[src/rtl/core/shec_pkg.sv]
// Package for the SIEVE-style cache directory: constants, types, sequencer states.
`timescale 1ns / 1ps
package shec_pkg;
    localparam int unsigned ENTRIES_DEF = 64;
    localparam int unsigned CAP_W       = 7;
    localparam int unsigned KEY_W       = 32;
    localparam logic [CAP_W-1:0] CAP_RESET = 7'd64;

    localparam logic OP_ACCESS = 1'b0;
    localparam logic OP_REMOVE = 1'b1;

    typedef enum logic [4:0] {
        S_IDLE,
        S_SCAN,      // search for key, read slot i
        S_SCAN_W,    // compare read data
        S_HITRD,     // hit: read links of found slot
        S_HITUP,     // hit: unlink / push head / set visited
        S_UNL_H,     // unlink: fix head-side neighbor
        S_UNL_T,     // unlink: fix tail-side neighbor
        S_PUSH,      // push head: fix old head
        S_EV_CHK,    // eviction check
        S_EV_RD,     // read walk position
        S_EV_W,      // walk decide
        S_FREE_SCAN, // find lowest free slot
        S_FREE_W,
        S_INS,       // read old head links
        S_INS_W,     // write old head's toward_head
        S_OUT
    } t_state;

    typedef enum logic [1:0] {
        K_NONE,
        K_REMOVE,
        K_HIT,
        K_EVICT
    } t_after;
endpackage

[src/rtl/core/shec_ram.sv]
// Generic single-port synchronous RAM with registered read.
`timescale 1ns / 1ps
module shec_ram #(
    parameter int unsigned WIDTH = 8,
    parameter int unsigned DEPTH = 64
) (
    input  logic                     i_clk,
    input  logic                     i_we,
    input  logic [$clog2(DEPTH)-1:0] i_addr,
    input  logic [WIDTH-1:0]         i_wdata,
    output logic [WIDTH-1:0]         o_rdata
);
    logic [WIDTH-1:0] r_mem [DEPTH];

    always_ff @(posedge i_clk) begin
        if (i_we) begin
            r_mem[i_addr] <= i_wdata;
        end
        o_rdata <= r_mem[i_addr];
    end
endmodule

[src/rtl/core/sieve_hand_eviction_cache.sv]
// Timing: the key search reads and compares each slot in turn (S_SCAN, S_SCAN_W), then
// the list is updated; an access miss adds a search for the lowest free slot, and on a
// full directory also a hand walk and the unlink of each victim. Throughput is one
// word at a time; the next word is taken only after the result is accepted.
// Reset: synchronous active low; clears valid/visited/survived flags, list pointers,
// counters and capacity (to 64). No clearing pass is needed.
`timescale 1ns / 1ps
module sieve_hand_eviction_cache
    import shec_pkg::*;
#(
    parameter int unsigned ENTRIES = ENTRIES_DEF
) (
    input  logic             i_clk,
    input  logic             i_rst_n,
    input  logic             i_cfg_valid,
    output logic             o_cfg_ready,
    input  logic [CAP_W-1:0] i_capacity,
    input  logic             i_valid,
    output logic             o_ready,
    input  logic             i_opcode,
    input  logic [KEY_W-1:0] i_key,
    output logic             o_valid,
    input  logic             i_ready,
    output logic             o_hit,
    output logic             o_evicted,
    output logic [KEY_W-1:0] o_evicted_key
);
    localparam int unsigned IW = $clog2(ENTRIES) + 1;  // index incl. null
    localparam int unsigned AW = $clog2(ENTRIES);
    localparam int unsigned LW = 2 * IW;
    localparam logic [IW-1:0] NIL = IW'(ENTRIES);

    // flag arrays (valid bits with reset)
    logic [ENTRIES-1:0] r_vld, r_vis, r_srv;

    // slot key memory and link memory {toward_head, toward_tail}
    logic          km_we, lm_we;
    logic [AW-1:0] km_addr, lm_addr;
    logic [KEY_W-1:0] km_wd, km_rd;
    logic [LW-1:0] lm_wd, lm_rd;

    shec_ram #(.WIDTH(KEY_W), .DEPTH(ENTRIES)) u_key_ram (
        .i_clk(i_clk), .i_we(km_we), .i_addr(km_addr), .i_wdata(km_wd), .o_rdata(km_rd));
    shec_ram #(.WIDTH(LW), .DEPTH(ENTRIES)) u_link_ram (
        .i_clk(i_clk), .i_we(lm_we), .i_addr(lm_addr), .i_wdata(lm_wd), .o_rdata(lm_rd));

    t_state r_state, n_state;
    t_after r_after, n_after;
    logic [CAP_W-1:0] r_cap;
    logic r_op;
    logic [KEY_W-1:0] r_key;
    logic [IW-1:0] r_head, r_tail, r_hand, n_head, n_tail, n_hand;
    logic [IW-1:0] r_pc, r_hc, r_ec, n_pc, n_hc, n_ec;
    logic [IW-1:0] r_i, n_i;       // scan index / slot under work
    logic [IW-1:0] r_lh, r_lt, n_lh, n_lt; // links of slot under work
    logic [IW-1:0] r_p, n_p;       // walk position
    logic r_hit, n_hit, r_ev, n_ev;
    logic [KEY_W-1:0] r_evk, n_evk;
    logic [IW-1:0] cap_eff;
    logic [ENTRIES-1:0] n_vld, n_vis, n_srv;
    logic [AW-1:0] ia, pa;
    logic [IW-1:0] rd_h, rd_t, walk_p, pc1, hc1;
    logic walk_restart, p_live;

    assign ia   = r_i[AW-1:0];
    assign pa   = r_p[AW-1:0];
    assign rd_h = lm_rd[LW-1:IW];
    assign rd_t = lm_rd[IW-1:0];

    // effective capacity
    always_comb begin
        if (r_cap == '0) cap_eff = IW'(1);
        else if (IW'(r_cap) > NIL || (CAP_W > IW && (r_cap >> IW) != '0)) cap_eff = NIL;
        else cap_eff = IW'(r_cap);
    end

    // a capacity write goes first when both channels offer a word
    assign o_ready     = (r_state == S_IDLE) && !i_cfg_valid;
    assign o_cfg_ready = (r_state == S_IDLE) && !o_valid;
    assign o_valid     = (r_state == S_OUT);
    assign o_hit       = r_hit;
    assign o_evicted   = r_ev;
    assign o_evicted_key = r_evk;

    function automatic logic live(input logic [IW-1:0] x, input logic [ENTRIES-1:0] v);
        live = (x < NIL) && v[x[AW-1:0]];
    endfunction

    // walk step values
    always_comb begin
        pc1 = r_pc + IW'(1);
        hc1 = r_srv[pa] ? r_hc : r_hc + IW'(1);
        walk_p = rd_h;
        walk_restart = (pc1 >= r_ec) || ((r_ec - pc1) <= (hc1 >> 1)) || !live(rd_h, r_vld);
        p_live = live(r_p, r_vld);
    end

    // next state and datapath
    always_comb begin
        n_state = r_state; n_after = r_after;
        n_head = r_head; n_tail = r_tail; n_hand = r_hand;
        n_pc = r_pc; n_hc = r_hc; n_ec = r_ec;
        n_i = r_i; n_lh = r_lh; n_lt = r_lt; n_p = r_p;
        n_hit = r_hit; n_ev = r_ev; n_evk = r_evk;
        n_vld = r_vld; n_vis = r_vis; n_srv = r_srv;
        km_we = 1'b0; km_addr = ia; km_wd = r_key;
        lm_we = 1'b0; lm_addr = ia; lm_wd = {r_lh, r_lt};
        unique case (r_state)
            S_IDLE: begin
                if (i_valid && o_ready) begin
                    n_i = '0; n_hit = 1'b0; n_ev = 1'b0; n_evk = '0;
                    n_after = K_NONE;
                    n_state = S_SCAN;
                end
            end
            S_SCAN: begin
                km_addr = ia;
                n_state = S_SCAN_W;
            end
            S_SCAN_W: begin
                if (r_vld[ia] && km_rd == r_key) begin
                    n_hit = 1'b1;
                    n_state = S_HITRD;
                end else if (r_i == NIL - IW'(1)) begin
                    if (r_op == OP_REMOVE) n_state = S_OUT;
                    else n_state = S_EV_CHK;
                end else begin
                    n_i = r_i + IW'(1);
                    n_state = S_SCAN;
                end
            end
            S_HITRD: begin
                lm_addr = ia;
                n_state = S_HITUP;
            end
            S_HITUP: begin
                n_lh = rd_h; n_lt = rd_t;
                if (r_op == OP_REMOVE) begin
                    if (r_hand == r_i) n_hand = rd_h;
                    n_vld[ia] = 1'b0; n_vis[ia] = 1'b0; n_srv[ia] = 1'b0;
                    if (r_ec != '0) n_ec = r_ec - IW'(1);
                    n_after = K_REMOVE;
                    n_state = S_UNL_H;
                end else begin
                    n_vis[ia] = 1'b1;
                    if (!r_srv[ia]) begin
                        if (r_hand == r_i) n_hand = rd_h;
                        n_after = K_HIT;
                        n_state = S_UNL_H;
                    end else begin
                        n_state = S_OUT;
                    end
                end
            end
            // unlink r_i (links in r_lh / r_lt)
            S_UNL_H: begin
                if (r_lh < NIL) begin
                    lm_addr = r_lh[AW-1:0];
                    n_state = S_UNL_T;
                    n_p = r_lh;
                end else begin
                    n_head = r_lt;
                    n_p = NIL;
                    n_state = S_UNL_T;
                end
            end
            S_UNL_T: begin
                // write head neighbor's toward_tail, preserving its toward_head
                if (r_p < NIL) begin
                    lm_we = 1'b1; lm_addr = pa; lm_wd = {rd_h, r_lt};
                    n_p = NIL;
                    n_state = S_UNL_T;
                end else if (r_lt < NIL) begin
                    lm_addr = r_lt[AW-1:0];
                    n_p = r_lt;
                    n_lt = NIL;  // mark done; tail side read issued
                    n_state = S_PUSH;
                end else begin
                    n_tail = r_lh;
                    n_state = S_PUSH;
                end
                if (r_p < NIL) n_state = S_UNL_T;
            end
            S_PUSH: begin
                // finish tail neighbor update if one was read
                if (r_p < NIL) begin
                    lm_we = 1'b1; lm_addr = pa; lm_wd = {r_lh, rd_t};
                    n_p = NIL;
                end else if (r_after == K_HIT) begin
                    // push r_i at head: write own links, fix old head
                    lm_we = 1'b1; lm_addr = ia;
                    lm_wd = {NIL, (r_head == r_i) ? NIL : r_head};
                    n_lh = NIL; n_lt = (r_head == r_i) ? NIL : r_head;
                    n_p = n_lt; n_after = K_NONE;
                    n_head = r_i;
                    if (n_lt == NIL) n_tail = r_i;
                    n_state = S_INS;
                end else if (r_after == K_REMOVE) begin
                    n_state = S_OUT;
                end else begin
                    n_after = K_NONE;
                    n_state = S_EV_CHK;
                end
            end
            S_EV_CHK: begin
                if (r_ec >= cap_eff) begin
                    n_p = r_hand;
                    if (!live(r_hand, r_vld)) begin
                        n_p = r_tail; n_pc = '0; n_hc = '0;
                    end
                    n_state = S_EV_RD;
                end else begin
                    n_i = '0;
                    n_state = S_FREE_SCAN;
                end
            end
            S_EV_RD: begin
                if (!p_live) begin
                    n_i = '0;
                    n_state = S_FREE_SCAN;
                end else begin
                    lm_addr = pa; km_addr = pa;
                    n_state = S_EV_W;
                end
            end
            S_EV_W: begin
                if (r_vis[pa]) begin
                    n_vis[pa] = 1'b0;
                    n_srv[pa] = 1'b1;
                    if (walk_restart) begin
                        n_p = r_tail; n_pc = '0; n_hc = '0;
                    end else begin
                        n_p = walk_p; n_pc = pc1; n_hc = hc1;
                    end
                    n_state = S_EV_RD;
                end else begin
                    // evict p
                    if (!r_ev) begin
                        n_ev = 1'b1; n_evk = km_rd;
                    end
                    n_hand = rd_h;
                    n_i = r_p; n_lh = rd_h; n_lt = rd_t;
                    n_vld[pa] = 1'b0; n_vis[pa] = 1'b0; n_srv[pa] = 1'b0;
                    if (r_ec != '0) n_ec = r_ec - IW'(1);
                    n_after = K_EVICT;
                    n_p = NIL;
                    n_state = S_UNL_H;
                end
            end
            S_FREE_SCAN: begin
                if (!r_vld[ia]) begin
                    n_state = S_FREE_W;
                end else if (r_i == NIL - IW'(1)) begin
                    n_state = S_OUT;
                end else begin
                    n_i = r_i + IW'(1);
                end
            end
            S_FREE_W: begin
                // write key, flags, links; push at head
                km_we = 1'b1; km_addr = ia; km_wd = r_key;
                lm_we = 1'b1; lm_addr = ia; lm_wd = {NIL, r_head};
                n_vld[ia] = 1'b1; n_vis[ia] = 1'b0; n_srv[ia] = 1'b0;
                n_ec = r_ec + IW'(1);
                n_p = r_head; n_head = r_i;
                if (r_head == NIL) n_tail = r_i;
                n_state = S_INS;
            end
            S_INS: begin
                // read old head's links, if there is an old head
                if (r_p < NIL) begin
                    lm_addr = pa;
                    n_state = S_INS_W;
                end else begin
                    n_state = S_OUT;
                end
            end
            S_INS_W: begin
                // old head now points toward the new head
                lm_we = 1'b1; lm_addr = pa; lm_wd = {r_i, rd_t};
                n_p = NIL;
                n_state = S_OUT;
            end
            S_OUT: begin
                if (i_ready) n_state = S_IDLE;
            end
            default: n_state = S_IDLE;
        endcase
    end

    always_ff @(posedge i_clk) begin
        if (!i_rst_n) begin
            r_state <= S_IDLE; r_after <= K_NONE;
            r_head <= NIL; r_tail <= NIL; r_hand <= NIL;
            r_pc <= '0; r_hc <= '0; r_ec <= '0;
            r_vld <= '0; r_vis <= '0; r_srv <= '0;
            r_cap <= CAP_RESET;
        end else begin
            r_state <= n_state; r_after <= n_after;
            r_head <= n_head; r_tail <= n_tail; r_hand <= n_hand;
            r_pc <= n_pc; r_hc <= n_hc; r_ec <= n_ec;
            r_vld <= n_vld; r_vis <= n_vis; r_srv <= n_srv;
            if (i_cfg_valid && o_cfg_ready) r_cap <= i_capacity;
        end
    end

    // payload registers
    always_ff @(posedge i_clk) begin
        if (i_valid && o_ready) begin
            r_op <= i_opcode; r_key <= i_key;
        end
        r_i <= n_i; r_lh <= n_lh; r_lt <= n_lt; r_p <= n_p;
        r_hit <= n_hit; r_ev <= n_ev; r_evk <= n_evk;
    end
endmodule

[config.mk]
export PLATFORM = sky130hd
export DESIGN_NAME = sieve_hand_eviction_cache
export DESIGN_NICKNAME = d
export VERILOG_FILES = /design/src/rtl/core/shec_pkg.sv /design/src/rtl/core/shec_ram.sv /design/src/rtl/core/sieve_hand_eviction_cache.sv
export SDC_FILE = /design/constraint.sdc
export NUM_CORES = 2
export LEC_CHECK = 0
export BUFFER_PORTS_ARGS = -buffer_cell sky130_fd_sc_hd__buf_4
export CAP_MARGIN = 20
export CORE_ASPECT_RATIO = 1.25
export CORE_MARGIN = 2
export CORE_UTILIZATION = 35
export DETAILED_ROUTE_END_ITERATION = 10
export HOLD_SLACK_MARGIN = 0.06
export SLEW_MARGIN = 15
export SYNTH_ARGS = -nofsm -noshare
export SYNTH_HDL_FRONTEND = slang
export SYNTH_SLANG_ARGS = --single-unit
export TNS_END_PERCENT = 100
[constraint.sdc]
create_clock -name i_clk -period 6.45 [get_ports i_clk]
set_input_delay 1.29 -clock i_clk [delete_from_list [all_inputs] [get_ports i_clk]]
set_output_delay 1.29 -clock i_clk [all_outputs]
set_load 0.02 [all_outputs]
After elaboration in Yosys (flattened, before gate mapping) --
Memories as Yosys holds them, arrays and structs flattened. A register that Yosys moved wholly into a read port is not among the register bits. Index checks and enable logic that the tools add are counted.
Word-level totals: bits in registers 343, memories 2, output and inout port bits 37, input port bits 45, bits in writable memories 2944, logic and storage cells 293
Operators by class: equality and inequality tests 50, reduce and logical (&&, ||, !) cells 48, bitwise logic cells 11, add/subtract/negate cells 6, multiplexer cells 139, $lt $le $gt $ge 15
Memories:
- u_key_ram.r_mem | depth 64, width 32, rd ports 1, clocked after memory_dff 1, write ports 1, line shec_ram.sv:13 | logic [WIDTH-1:0] r_mem [DEPTH];
- u_link_ram.r_mem | depth 64, width 14, rd ports 1, clocked after memory_dff 1, write ports 1, line shec_ram.sv:13
Operator list (count):
- $pmux W64 S3 | 3
- $and A64 B64 Y64 | 6
- $mux W7 | 48
- $mux W64 | 5
- $or A64 B64 Y64 | 3
- $not A64 Y64 | 2
- $mux W32 | 3
- $pmux W7 S3 | 4
- $pmux W5 S16 | 1
- $pmux W32 S2 | 1
- $pmux W14 S4 | 1
- $pmux W7 S7 | 1
- $bmux W1 S6 | 7
- $mux W14 | 3
- $pmux W7 S2 | 3
- $pmux W7 S6 | 1
- $eq A5 B4 Y1 const B | 8
- $ne A2 B2 Y1 const B | 19
- $mux W6 | 6
- $lt A7 B7 Y1 const B | 5
- $mux W5 | 7
- $eq A32 B32 Y1 | 1
- $pmux W6 S5 | 1
- $add A7 B1 Y7 const B | 4
- 43 further kinds | 126

Longest topological paths before layout --
depth after elaboration 9, mapped depth 23, mapped depth without buffers 17

By module --
From an unflattened synthesis, not the netlist that was laid out.
Unflattened totals: cells, all modules 8839, area total of the unflattened synthesis 134612.9 sq um
By module, submodules not included:
- shec_ram at u_key_ram | area an instance 78615.4 sq um, cells an instance 4370, instances 1, sequential area each 62139.6 sq um
- shec_ram at u_link_ram | area an instance 34773.4 sq um, cells an instance 2005, instances 1, sequential area each 27186.1 sq um
- sieve_hand_eviction_cache | area an instance 21224.1 sq um, cells an instance 2464, instances 1, sequential area each 7797.5 sq um

Worst setup path before layout --
Ideal clock, no wire load.
path type flip-flop to flip-flop, from register r_p[1], to register r_evk[0] (netlist: o_evicted_key[0]), enable pin, setup slack 0.751 ns, stages on the path, launching flop included 12, period minus slack after synthesis 5.699 ns, arrival 5.229 ns, buffers on the path 3, library setup time 0.470 ns, required time 5.980 ns, cell sequence edfxtp_1 buf_2 buf_2 buf_2 mux4_2 nand2_1 a21oi_1 or4_1 a221oi_1 and2_1 nand2b_1 a21boi_0
Between the ends: word-level cells in the longest chain between the ends 4
RTL lines:
- from (decl) | line sieve_hand_eviction_cache.sv:56 | logic [IW-1:0] r_p, n_p;
- from (signal assigned) | line sieve_hand_eviction_cache.sv:312 | r_i <= n_i; r_lh <= n_lh; r_lt <= n_lt; r_p <= n_p;
- $bmux W1 S6 | line sieve_hand_eviction_cache.sv:227 | if (r_vis[pa]) begin
- $mux W1 (not written as such) | line sieve_hand_eviction_cache.sv:227
- $ne A2 B2 Y1 (no line)
- $reduce_and A4 Y1 (no line)
- to (signal assigned) | line sieve_hand_eviction_cache.sv:313 | r_hit <= n_hit; r_ev <= n_ev; r_evk <= n_evk;
- to (decl) | line sieve_hand_eviction_cache.sv:58 | logic [KEY_W-1:0] r_evk, n_evk;
Every way passes these cells. The select of a mux whose other input is x is not followed. A chain may end at the register's enable or synchronous reset.

Worst setup path after layout --
from register r_p[2], to register r_p[2], data pin
Between the ends: word-level cells in the longest chain between the ends 9, elaborated cells on any way between the ends 14, classes of those cells 2 x order compare; 10 x mux; 2 x reduce/logical
RTL lines:
- $bmux W1 S6 | line sieve_hand_eviction_cache.sv:92 | hc1 = r_srv[pa] ? r_hc : r_hc + IW'(1);
- $mux W1 (not written as such) | line sieve_hand_eviction_cache.sv:92
- $mux W7 | line sieve_hand_eviction_cache.sv:92
- $le A7 B6 Y1 | line sieve_hand_eviction_cache.sv:94 | walk_restart = (pc1 >= r_ec) || ((r_ec - pc1) <= (hc1 >> 1)) || !live(rd_h, r_vld);
- $logic_or A1 B1 Y1 (2 in a row) | line sieve_hand_eviction_cache.sv:94
- $mux W7 | line sieve_hand_eviction_cache.sv:230 | if (walk_restart) begin
- $mux W7 | line sieve_hand_eviction_cache.sv:227
- $pmux W7 S7 (*) | line sieve_hand_eviction_cache.sv:108 | unique case (r_state)
- named net n_p[2] | line sieve_hand_eviction_cache.sv:56
Mark *: on every way through the listed nets, which the timed path passes. The rest lies on a longest branch. The select of a mux whose other input is x is not followed.

==> impl_metrics.env <==
export IMPL_holdBufCountCts=0
export IMPL_drv_cap=0
export IMPL_setup_viol=0
export IMPL_rows=251
export IMPL_clk_pin_slew_ns=0.06
export IMPL_clock_sinks=3332
export IMPL_clk_insertion_delay_late_ns=0.95
export IMPL_hp_class="reg2reg"
export IMPL_fin_crit_sh_pct=97.7
export IMPL_avgSynthCellArea_um2=15.1
export IMPL_h_tree_depth=5
export IMPL_cts_root_buf="clkbuf_16"
export IMPL_layout_area_overhead_vs_synth_pct=18.7
export IMPL_dr_pass1_iters=8
export IMPL_grt_pass1_wl_um=635000
export IMPL_status="completed"
export IMPL_antenna_found_initial=34
export IMPL_max_freq_ghz=0.159
export IMPL_async_flop_share_pct=0
export IMPL_tightest_slew_ns=1.34
export IMPL_p_per_area_nw_per_um2=347
export IMPL_hold_viol_final=0
export IMPL_leakagePower_uw=0.0505
export IMPL_dieArea_um2=381000
export IMPL_cts_path_max_buffers=4
export IMPL_yosys_top_cells_area="edfxtp_1 (69%), dfxtp_1 (4.5%), a22oi_1 (4.1%), mux2i_1 (3.3%), a221oi_1 (2.1%)"
export IMPL_detail_route_wirelength_um=454000
export IMPL_cp_start_kind="register"
export IMPL_r2r_setup_slack_ns=0.15
export IMPL_yosys_warnings=0
export IMPL_dpl_worst_slack_ns=0.108
export IMPL_io_pins=82
export IMPL_placement_io_buffers=81
export IMPL_start_util_pct=35.2
export IMPL_synthFlopType="edfxtp_1"
export IMPL_synth_nets=8808
export IMPL_fin_worst_skew_ns=0.0502
export IMPL_period_minus_slack_ns=6.30
export IMPL_die_y_um=690
export IMPL_ant_nets=0
export IMPL_cp_arrival_ns=6.95
export IMPL_hpwlAfterDp_um=292000
export IMPL_setup_slack_ns=0.147
export IMPL_die_w_um=553
export IMPL_grtUsageTotal_pct=22.8
export IMPL_yosysTopAreaCell="edfxtp_1"
export IMPL_remaining_drc_errors=0
export IMPL_cp_max_fo=16
export IMPL_end_kind="register"
export IMPL_dr_total_vias=87676
export IMPL_max_slew_margin_pct=10.1
export IMPL_ys_seq_area_share_pct=73.7
export IMPL_cts_tree="done"
export IMPL_crit_type="reg2reg"
export IMPL_nets=9426
export IMPL_drt_iter0_markers=12882
export IMPL_gr_total_overflow=0
export IMPL_synth_top_area_share_pct=69.2
export IMPL_viasPerCell=6.02
export IMPL_cts_made_buffers=335
export IMPL_whs_ns=0.474
export IMPL_ys_types=83
export IMPL_required_ns=7.10
export IMPL_synth_seq_cells=3332
export IMPL_synth_edff_count=3039
export IMPL_grt_setup_unrepaired="no"
export IMPL_drv_slew=0
export IMPL_core_area_um2=374000
export IMPL_syn_inst=8731
export IMPL_grt_start_max_net_pins=95
export IMPL_wl_per_cell_um=31.1
export IMPL_ir_drop_mv=0.228
export IMPL_syn_area_um2=132000
export IMPL_drive_gt1_share_pct=17.0
export IMPL_grt_pass1_vias=83961
export IMPL_place_congestion=0.967
## cell usage after synthesis, drive strengths merged, types with 22 or more instances
cell,instances
a221oi,314
nand4,53
nor2,471
mux4,45
edfxtp,3039
a211oi,38
clkbuf,444
nor4,46
nand2,598
and3,55
ha,30
nand3,387
nand3b,28
o21a,26
nor3,34
a22o,282
inv,37
a21oi,185
o22ai,118
o32ai,22
a22oi,712
o21ai,174
dfxtp,293
buf,188
xnor2,51
a31oi,273
mux2i,438
a2111oi,47
## layer usage
| layer | wire length, µm | GRT usage, % |
|---|---|---|
| met5 | 190 | 0 |
| met2 | 212000 | 36.7 |
| met1 | 172000 | 29.7 |
| met4 | 23600 | 10.5 |
| met3 | 45000 | 4.36 |
## metrics by stage
step	cell area [µm²]	TNS, ns	util, %	total power, µW	cells
floorplan	132000	0	-	29600	8731
global placement	145000	-1.50	38.7	34700	13931
detailed placement	145000	0	38.8	34800	13939
CTS	156000	0	41.7	54400	14552
global route	156000	0	41.8	55700	14561
finish	156000	0	41.8	54300	14571
## sequential cells by signal, indices dropped and copies added, names as in the netlist, 14 cells and up, named ones only
signal and flops:
u_link_ram.r_mem 896, u_key_ram.o_rdata 32, u_link_ram.o_rdata 14, o_evicted_key 32
r_vld 64, km_wd 32, u_key_ram.r_mem 2048
## cells in the final DEF (no fill, tap or decap), types with 282 or more instances in the layout
cell type / netlist / layout
edfxtp_1: 3039 / 3039
buf_4: 22 / 742
a22oi_1: 712 / 712
nand2_1: 598 / 598
mux2i_1: 438 / 432
nor2_1: 470 / 409
nand3_1: 387 / 386
clkbuf_16: 0 / 343
a221oi_1: 314 / 313
dfxtp_1: 293 / 293
a22o_1: 282 / 282
## worst paths after layout
check / cells past startpoint / start / end
worst max-delay path: 19 / r_p[2] / r_p[2]
worst min-delay path: 2 / r_cap[0] / r_cap[0]
worst max register to register: 19 / r_p[2] / r_p[2]
worst min register to register: 2 / r_cap[0] / r_cap[0]
## cell families after synthesis
| kind of cell | Yosys count | share of synthesized area (%) |
|---|---|---|
| multiplexers | 494 | 4.19 |
| flip-flops | 3332 | 73.7 |
| XOR/XNOR | 68 | 0.452 |
| adder cells (fa/ha/maj) | 32 | 0.315 |
| AND/OR/NAND/NOR | 1804 | 6.26 |
| AO/OA/AOI/OAI | 2328 | 13.0 |
| buffers and inverters | 673 | 2.08 |
## layout make-up
class                           count  area (µm²)
Fill cell                       33409      218000
Sequential cell                  3332       97100
Multi-Input combinational cell   4726       32900
Clock buffer                      425        9100
Timing Repair Buffer              913        8940
Tap cell                         4933        6170
Clock inverter                    188        1990
Inverter                           41         164
Antenna cell                       13        32.5
## power breakdown
group	internal, µW	switching, µW	leakage [µW]	total, µW
registers	24000	638	0.0297	24600
logic	3480	6480	0.0153	9960
clock network	11300	8480	0.00543	19800
## critical path, stage by stage (launching register included)
cell        delay (ns)
edfxtp_1          0.71
clkinvlp_4        0.58
nor2_2            0.54
buf_4             0.29
a22oi_1           0.12
a31oi_1           0.80
nor4_4            0.19
buf_4             0.23
and2_1            0.18
xnor2_1           0.13
ha_1              0.31
nor2b_1           0.14
o21ai_0           0.18
nand2b_1          0.07
a2111oi_0         0.54
buf_4             0.21
nand4bb_1         0.15
nor2_1            0.15
a221oi_1          0.34
a21oi_1           0.13
## what timing repair did
item | 4_1_cts | 5_1_grt
setup buffers | 0 | 0
hold endpoints to repair | 0 | 0
endpoints found under the setup margin | 0 | 15
resized for setup | 0 | 2
(Power assumes the default switching activity.)
